<file path="src/rtl/core/vcec_pkg.sv">
// Package for the voxel cluster extent and centroid core.
// Holds sizes, word types and the configuration register indexes; no dependencies.
`timescale 1ns / 1ps
package vcec_pkg;
  localparam int MaxVoxels = 1024;
  localparam int CoordBits = 12;
  localparam int FracBits  = 8;
  localparam int AddrBits  = $clog2(MaxVoxels);
  localparam int CountBits = AddrBits + 1;
  localparam int CentBits  = CoordBits + FracBits;
  localparam int SumBits   = CoordBits + CountBits;
  localparam int NumBits   = SumBits + FracBits;
  localparam int CfgIdxBits = 3;

  typedef enum logic [CfgIdxBits-1:0] {
    REG_BOX_X_LOW  = 3'd0,
    REG_BOX_X_HIGH = 3'd1,
    REG_BOX_Y_LOW  = 3'd2,
    REG_BOX_Y_HIGH = 3'd3,
    REG_BOX_Z_LOW  = 3'd4,
    REG_BOX_Z_HIGH = 3'd5,
    REG_LIMIT_EN   = 3'd6,
    REG_STRIP_LEN  = 3'd7
  } cfg_reg_t;

  typedef struct packed {
    logic [CoordBits-1:0] voxel_x;
    logic [CoordBits-1:0] voxel_y;
    logic [CoordBits-1:0] voxel_z;
    logic                 last_voxel;
  } in_word_t;

  typedef struct packed {
    logic                 result_kind;
    logic [CentBits-1:0]  centroid_x;
    logic [CentBits-1:0]  centroid_y;
    logic [CentBits-1:0]  centroid_z;
    logic [CountBits-1:0] voxels_used;
    logic [CoordBits-1:0] extent_x_low;
    logic [CoordBits-1:0] extent_x_high;
    logic [CoordBits-1:0] extent_y_low;
    logic [CoordBits-1:0] extent_y_high;
    logic [CoordBits-1:0] extent_z_low;
    logic [CoordBits-1:0] extent_z_high;
    logic                 final_result;
  } out_word_t;

  typedef struct packed {
    logic [CoordBits-1:0] box_x_low;
    logic [CoordBits-1:0] box_x_high;
    logic [CoordBits-1:0] box_y_low;
    logic [CoordBits-1:0] box_y_high;
    logic [CoordBits-1:0] box_z_low;
    logic [CoordBits-1:0] box_z_high;
    logic [1:0]           limit_enables;
    logic [CoordBits-1:0] strip_length;
  } cfg_t;

  // controller -> datapath
  typedef struct packed {
    logic load;       // store the input word, widen extents
    logic scan_start; // clear sums, set read address 0
    logic scan_step;  // read next entry
    logic acc_en;     // accumulate the entry read last cycle
    logic kind;       // 0 box, 1 strip
    logic div_start;  // launch the three divisions
    logic clear;      // end of cluster
  } dp_cmd_t;

  // datapath -> controller
  typedef struct packed {
    logic scan_last;  // address at last stored entry
    logic div_done;
  } dp_stat_t;
endpackage

</file>
<file path="src/rtl/core/vcec_ctrl.sv">
// Controller: sequences load, scan, divide and output for both results.
// Depends on vcec_pkg.
`timescale 1ns / 1ps
module vcec_ctrl (
  input  logic                clk,
  input  logic                rst_n,
  input  logic                in_valid,
  output logic                in_stall,
  input  logic                in_last,
  input  logic                out_stall,
  output logic                out_valid,
  output logic                out_load,
  input  vcec_pkg::dp_stat_t  stat,
  output vcec_pkg::dp_cmd_t   cmd
);
  import vcec_pkg::*;
  typedef enum logic [2:0] {S_LOAD, S_SCAN, S_DRAIN, S_DIV, S_WAIT, S_OUT} state_t;
  state_t state_r, state_nxt;
  logic   kind_r, kind_nxt, out_valid_r, out_valid_nxt;
  logic   acc_r, acc_nxt;
  logic   accept;

  assign in_stall = (state_r != S_LOAD);
  assign accept   = in_valid && !in_stall;

  always_comb begin
    state_nxt = state_r; kind_nxt = kind_r; out_valid_nxt = out_valid_r;
    acc_nxt = 1'b0;
    cmd = '0;
    cmd.kind = kind_r;
    cmd.acc_en = acc_r;
    out_load = 1'b0;
    unique case (state_r)
      S_LOAD: begin
        cmd.load = accept;
        if (accept && in_last) begin
          state_nxt = S_SCAN; kind_nxt = 1'b0;
        end
      end
      S_SCAN: begin
        // first cycle of a scan: read address set to 0, sums cleared
        cmd.scan_start = 1'b1;
        state_nxt = S_DRAIN;
        acc_nxt = 1'b0;
      end
      S_DRAIN: begin
        // rd data of the current address lands next cycle
        acc_nxt = 1'b1;
        cmd.scan_step = 1'b1;
        if (stat.scan_last) state_nxt = S_DIV;
      end
      S_DIV: begin
        if (!acc_r) begin
          cmd.div_start = 1'b1; state_nxt = S_WAIT;
        end
      end
      S_WAIT: begin
        if (stat.div_done) begin
          state_nxt = S_OUT; out_valid_nxt = 1'b1; out_load = 1'b1;
        end
      end
      S_OUT: begin
        if (!out_stall) begin
          out_valid_nxt = 1'b0;
          if (kind_r) begin
            cmd.clear = 1'b1; state_nxt = S_LOAD; kind_nxt = 1'b0;
          end else begin
            kind_nxt = 1'b1; state_nxt = S_SCAN;
          end
        end
      end
      default: state_nxt = S_LOAD;
    endcase
  end

  always_ff @(posedge clk) begin
    if (!rst_n) begin
      state_r <= S_LOAD; kind_r <= 1'b0; out_valid_r <= 1'b0; acc_r <= 1'b0;
    end else begin
      state_r <= state_nxt; kind_r <= kind_nxt; out_valid_r <= out_valid_nxt;
      acc_r <= acc_nxt;
    end
  end

  assign out_valid = out_valid_r;
endmodule
</file>
<file path="config.mk">
export PLATFORM = sky130hd
export DESIGN_NAME = vcec_ctrl
export DESIGN_NICKNAME = d
export VERILOG_FILES = /design/src/rtl/core/vcec_pkg.sv /design/src/rtl/core/vcec_ctrl.sv
export SDC_FILE = /design/constraint.sdc
export NUM_CORES = 1
export LEC_CHECK = 0
export ABC_AREA = 1
export BUFFER_PORTS_ARGS = -buffer_cell sky130_fd_sc_hd__clkbuf_2
export CAP_MARGIN = 10
export CORE_AREA = 2 2 39 41
export DETAILED_ROUTE_END_ITERATION = 12
export DIE_AREA = 0 0 41 43
export SYNTH_ARGS = -nofsm -noshare
export SYNTH_HDL_FRONTEND = slang
export SYNTH_SLANG_ARGS = --single-unit
</file>
<file path="constraint.sdc">
create_clock -name clk -period 0.98 [get_ports clk]
set_input_delay 0.049 -clock clk [delete_from_list [all_inputs] [get_ports clk]]
set_output_delay 0.049 -clock clk [all_outputs]
set_load 0.02 [all_outputs]
</file>
==> run metrics, run 1 <==
hpwl dp=853 um; Mapped Cells=73; relative slew slack=86.8%; GPL Wtd Cong=0.775; Routed WL=1370 um; nets@finish=112; worst slew pin tran=0.197 ns; # diodes=0; Worst Reg-to-Reg Cells=7; setup violators final=12; delay-heaviest family, CP=simple AND/OR/NAND/NOR gates; max incr delay on CP=0.37 ns; Die X=41 um; Site Rows=14; Worst-Skew Late Latency=0.26 ns; Seq/Total Area, Yosys=25.6%; status=finished, violations left; CTS tree=yes; Seq. cell area=131 um^2; crit share post-route=127%; DRT iter0 DRCs=9; multi-input logic area=340 um^2; Hold Buf Count CTS=0; share of post-route cells with drive strength above 1=63.1%; DR vias=575; Worst path slowest cell=dfxtp_4; Starting Density=33.9%; final hold vios=0; TritonCTS Sinks=6; first-pass GRT wire length=1980 um; Die ar.=1760 um^2; largest net degree at the start of global routing=8; Worst Hold Depth=3; Buffers on Ports=16; Tot GR Track Use=16.9%; Max Freq=806 MHz; Slew Viols, Final=0; drt first pass iters=4; PwrDens=3640 nW/um^2; max_cap viols=0; vias in the first global route=512; die height=43 um; per-cell routed wire length=11.5 um; hold slack=0.0565 ns; most common cell after layout, fill and taps aside=buf_4; Crit path top cell by count=nor2_4; RSZ-0062 raised after global routing=yes; Num CTS Buffers=3; Leak=0.000435 uW; mapped cell area=469 um^2; Bufs and invs on worst path=1; remaining antenna violation count=0; Clock Pin Slew Worst Setup and Hold Paths=0.05 ns; hold crit path type=input port to register; Via density=4.83; post-synthesis net count=80; Synth Warn #=0; CP max FO=7; # fillers=108; area growth from synthesis to layout=80.3%; GRT overflow=0; initial antenna violation count=0; final worst setup slack=-0.260 ns; clock root cell=clkbuf_4; Netlist cell types=19; Setup Skew=0.0112 ns; Max IR drop VDD=0.00132 V; Longest Clk Path Bufs=2; failing checks=setup timing; CP Launch Type=register; I/O pin count=17; commonest non-fill, non-tap cells in the layout=buf_4 (11), nor2_1 (10), nand2_1 (10); Avg Cell Area, Syn=6.43 um^2; CP arrival=1.19 ns; Residual DRC=0; Fin Setup TNS=-2.34 ns; fin crit period=1.24 ns; CP Capture Type=primary output; CP required=0.93 ns; Setup Crit Path Kind=register to primary output; Worst path depth=4; Yosys reg bits=6; core area=1380 um^2; H-tree depth=1; crit-path cells=nor2_4 -> nand2_2 -> nor2_4 -> clkbuf_8
## synth_stat cells
master	number	share of area [%]
nor3_1	2	2.1
nand2_1	13	10
dfxtp_1	6	26
nand4_2	1	2.7
clkbuf_8	1	2.9
o21ai_0	2	2.1
inv_1	11	8.8
nand4_1	1	1.3
nor2_2	3	4.0
nand3_2	4	8.5
nand2_2	1	1.3
nand3_1	5	5.3
buf_4	3	4.8
o21ai_1	2	2.1
inv_2	2	1.6
nor2_1	13	10
nor2_4	1	2.4
a21oi_1	1	1.1
buf_6	1	2.4
## area by class of cell
class	count	area share, %
Multi-Input combinational cell	49	40.2
Timing Repair Buffer	32	32.5
Sequential cell	6	15.5
Inverter	13	6.66
Clock buffer	3	2.66
Tap cell	16	2.37
## kinds of logic after synthesis
family	count (synthesis)	synth area share, %
AND/OR/NAND/NOR	44	48.5
buffers and inverters	18	20.5
flip-flops	6	25.6
AO/OA/AOI/OAI	5	5.33
## registers in the layout, summed over array words and instances (netlist names)
signal and cells:
acc_r 1, kind_r 1, out_valid 1, state_r 3
## routing by layer
metal	vias to the layer above	track usage, %	routed length [um]
met1	259	17.2	490
li1	286	-	-
met5	-	0	0
met3	5	1.57	63
met4	0	14.0	46
met2	25	28.4	767
## tightest hold or removal path: cells and delay by family
| family | cells | cell delay (ns) |
|---|---|---|
| buf+inv | 1 | 0.12 |
| simple gates | 2 | 0.11 |
## metrics by stage
| stage | cells | util, % | cell area [um^2] | power (uW) | setup WS, ns |
|---|---|---|---|---|---|
| final | 119 | 61.1 | 846 | 3080 | -0.260 |
| after floorplan | 73 | - | 508 | 1640 | -0.0986 |
| after global placement | 103 | 42.1 | 583 | 1830 | -0.140 |
| after CTS | 116 | 56.4 | 781 | 2730 | -0.220 |
| after detailed placement | 103 | 42.1 | 583 | 1840 | -0.136 |
| after global routing | 119 | 61.1 | 846 | 3310 | -0.315 |
## what timing repair did
| action | in CTS | in global routing |
|---|---|---|
| buffers inserted | 11 | 3 |
| resized for setup | 29 | 15 |
| endpoints found under the setup margin | 12 | 12 |
| hold endpoints to repair | 0 | 0 |
| pin swaps | 11 | 6 |
## where the power goes
part	switching [uW]	internal (uW)
Clock	106	140
Combinational	1150	1130
Sequential	177	373
Total	1440	1640
## path summary, 6_finish.rpt
kind / from / to / slack [ns]
max reg2reg: state_r[0] / kind_r / -0.21
min reg2reg: out_valid / out_valid / 0.47
min: rst_n / state_r[2] / 0.06
max: state_r[0] / out_load / -0.26
No activity file was read; power rests on OpenSTA's default activity.
==> run 2, diff against run 1 <==
--- a/config.mk
+++ b/config.mk
@@ -8,9 +8,11 @@
 export ABC_AREA = 1
 export BUFFER_PORTS_ARGS = -buffer_cell sky130_fd_sc_hd__clkbuf_2
 export CAP_MARGIN = 10
-export CORE_AREA = 2 2 39 41
+export CELL_PAD_IN_SITES_DETAIL_PLACEMENT = 1
+export CELL_PAD_IN_SITES_GLOBAL_PLACEMENT = 2
+export CORE_UTILIZATION = 21
 export DETAILED_ROUTE_END_ITERATION = 12
-export DIE_AREA = 0 0 41 43
+export PLACE_DENSITY_LB_ADDON = 0.1
 export SYNTH_ARGS = -nofsm -noshare
 export SYNTH_HDL_FRONTEND = slang
 export SYNTH_SLANG_ARGS = --single-unit
==> run metrics, run 2 (synthesized netlist as in run 1, its figures left out) <==
status=finished, violations left; failing checks=setup timing; PwrDens=3420 nW/um^2 (-6.1%); delay-heaviest family, CP=flip-flops; vias in the first global route=599 (+17%); worst slew pin tran=0.184 ns (-0.0131 ns); Worst Hold Depth=3 (unchanged); CP required=0.93 ns (about the same); TritonCTS Sinks=6 (unchanged); Setup Skew=0.00808 ns (-0.00315 ns); core area=2020 um^2 (+46%); Via density=4.38 (-9.4%); relative slew slack=87.7% (+0.88 points); Routed WL=1520 um (+11%); per-cell routed wire length=11.7 um (+1.5%); GRT overflow=0 (unchanged); DR vias=569 (-1.0%); max incr delay on CP=0.38 ns (about the same); Hold Buf Count CTS=0 (unchanged); hold crit path type=input port to register; crit-path cells=buf_6 -> nor3_4 -> buf_4 -> buf_8; Bufs and invs on worst path=3 (+2); Non-Filler Instances=130 (+9.2%); max_cap viols=0 (unchanged); clock root cell=clkbuf_4; Max Freq=800 MHz (-0.86%); CTS tree=yes; die height=49.3 um (+15%); Biggest register=state_r; Starting Density=23.2% (-11 points); Seq. cell area=131 um^2 (unchanged); Worst-Skew Late Latency=0.25 ns (about the same); final worst setup slack=-0.271 ns (-0.0107 ns); GPL Wtd Cong=0.779 (+0.50%); Leak=0.000442 uW (+1.6%); multi-input logic area=354 um^2 (+4.0%); Tot GR Track Use=14.8% (-2.1 points); Max IR drop VDD=0.00132 V (-0.56%); first-pass GRT wire length=2650 um (+34%); crit share post-route=128% (+1.1 points); hpwl dp=1080 um (+27%); RSZ-0062 raised after global routing=yes; I/O pin count=17 (unchanged); hold slack=0.0669 ns (+0.0104 ns); Worst path slowest cell=dfxtp_4; final hold vios=0 (unchanged); Buffers on Ports=16 (unchanged); fin crit period=1.25 ns (+0.0107 ns); largest net degree at the start of global routing=8 (unchanged); Residual DRC=0 (unchanged); Site Rows=16 (+2); Longest Clk Path Bufs=2 (unchanged); CP Capture Type=primary output; Final Util=43.3% (-18 points); Setup Crit Path Kind=register to primary output; # diodes=0 (unchanged); Worst Reg-to-Reg Cells=8 (+1); area growth from synthesis to layout=86.4%; drt first pass iters=3 (-1); Slew Viols, Final=0 (unchanged); Placed Cells=119 (+16%); # fillers=251 (+130%); CP max FO=7 (unchanged); remaining antenna violation count=0 (unchanged); Die ar.=2430 um^2 (+38%); share of post-route cells with drive strength above 1=61.2% (-1.9 points); Worst path depth=4 (unchanged); setup violators final=12 (unchanged); Num CTS Buffers=3 (unchanged); commonest non-fill, non-tap cells in the layout=nand2_1 (11), buf_4 (11), nor2_1 (10); H-tree depth=1 (unchanged); nets@finish=112 (unchanged); max reg flops=3 (unchanged); CP arrival=1.20 ns (about the same); Die X=49.3 um (+20%); Fin Setup TNS=-2.37 ns (-0.0335 ns); pre-CTS setup slack=-0.213 ns (-0.0772 ns); initial antenna violation count=0 (unchanged); Clock Pin Slew Worst Setup and Hold Paths=0.05 ns (about the same); CP Launch Type=register; DRT iter0 DRCs=8 (-1)
-- run 2: cell types whose count changed in the layout (fill, tap and decap cells not counted), sizes merged --
cell and change:
buf +1, clkbuf -1
-- run 2: repair_timing --
| action | in CTS | in global routing |
|---|---|---|
| resized for setup | 35 | 11 |
| pin swaps | 7 | 2 |
| endpoints found under the setup margin | 12 | 12 |
| setup buffers | 7 | 1 |
-- run 2: routing by layer --
| metal | share of wire [%] | wire, um | track usage, % | vias to the layer above |
|---|---|---|---|---|
| li1 | - | - | - | 285 |
| met1 | 41 | 619 | 15.4 | 263 |
| met2 | 52 | 794 | 27.9 | 16 |
| met3 | 4.0 | 60 | 1.87 | 5 |
| met4 | 2.8 | 42 | 8.82 | 0 |
| met5 | 0 | 0 | 0 | - |
-- run 2: worst paths after layout --
kind,start,endpoint,slack [ns]
worst min-delay path,rst_n,state_r[2],0.07
worst max-delay path,state_r[1],cmd[5],-0.27
worst min register to register,out_valid,out_valid,0.48
worst max register to register,state_r[2],state_r[0],-0.23
-- run 2: cell type report --
type | instances | area share, %
inverter | 13 | 6.44
timing repair buffer | 32 | 31.6
multi-input combinational | 49 | 40.5
sequential | 6 | 15.0
clock buffer | 3 | 2.58
tap | 27 | 3.86
-- run 2: worst min-delay path, stage by stage --
cell	delay, ns
clkbuf_2	0.13
nand2_1	0.08
nor2_1	0.03
-- run 2: power breakdown --
part           total (uW)  internal [uW]  switching (uW)
registers             583            374             209
clock network         238            139            98.4
logic                2170           1050            1120
total                2990           1560            1430
-- run 2: stage by stage --
stage	total power [uW]	cell area, um^2
2_1_floorplan	1640	508
3_3_place_gp	2020	634
3_5_place_dp	2020	634
4_1_cts	2850	846
5_1_grt	3240	875
6_report	2990	875
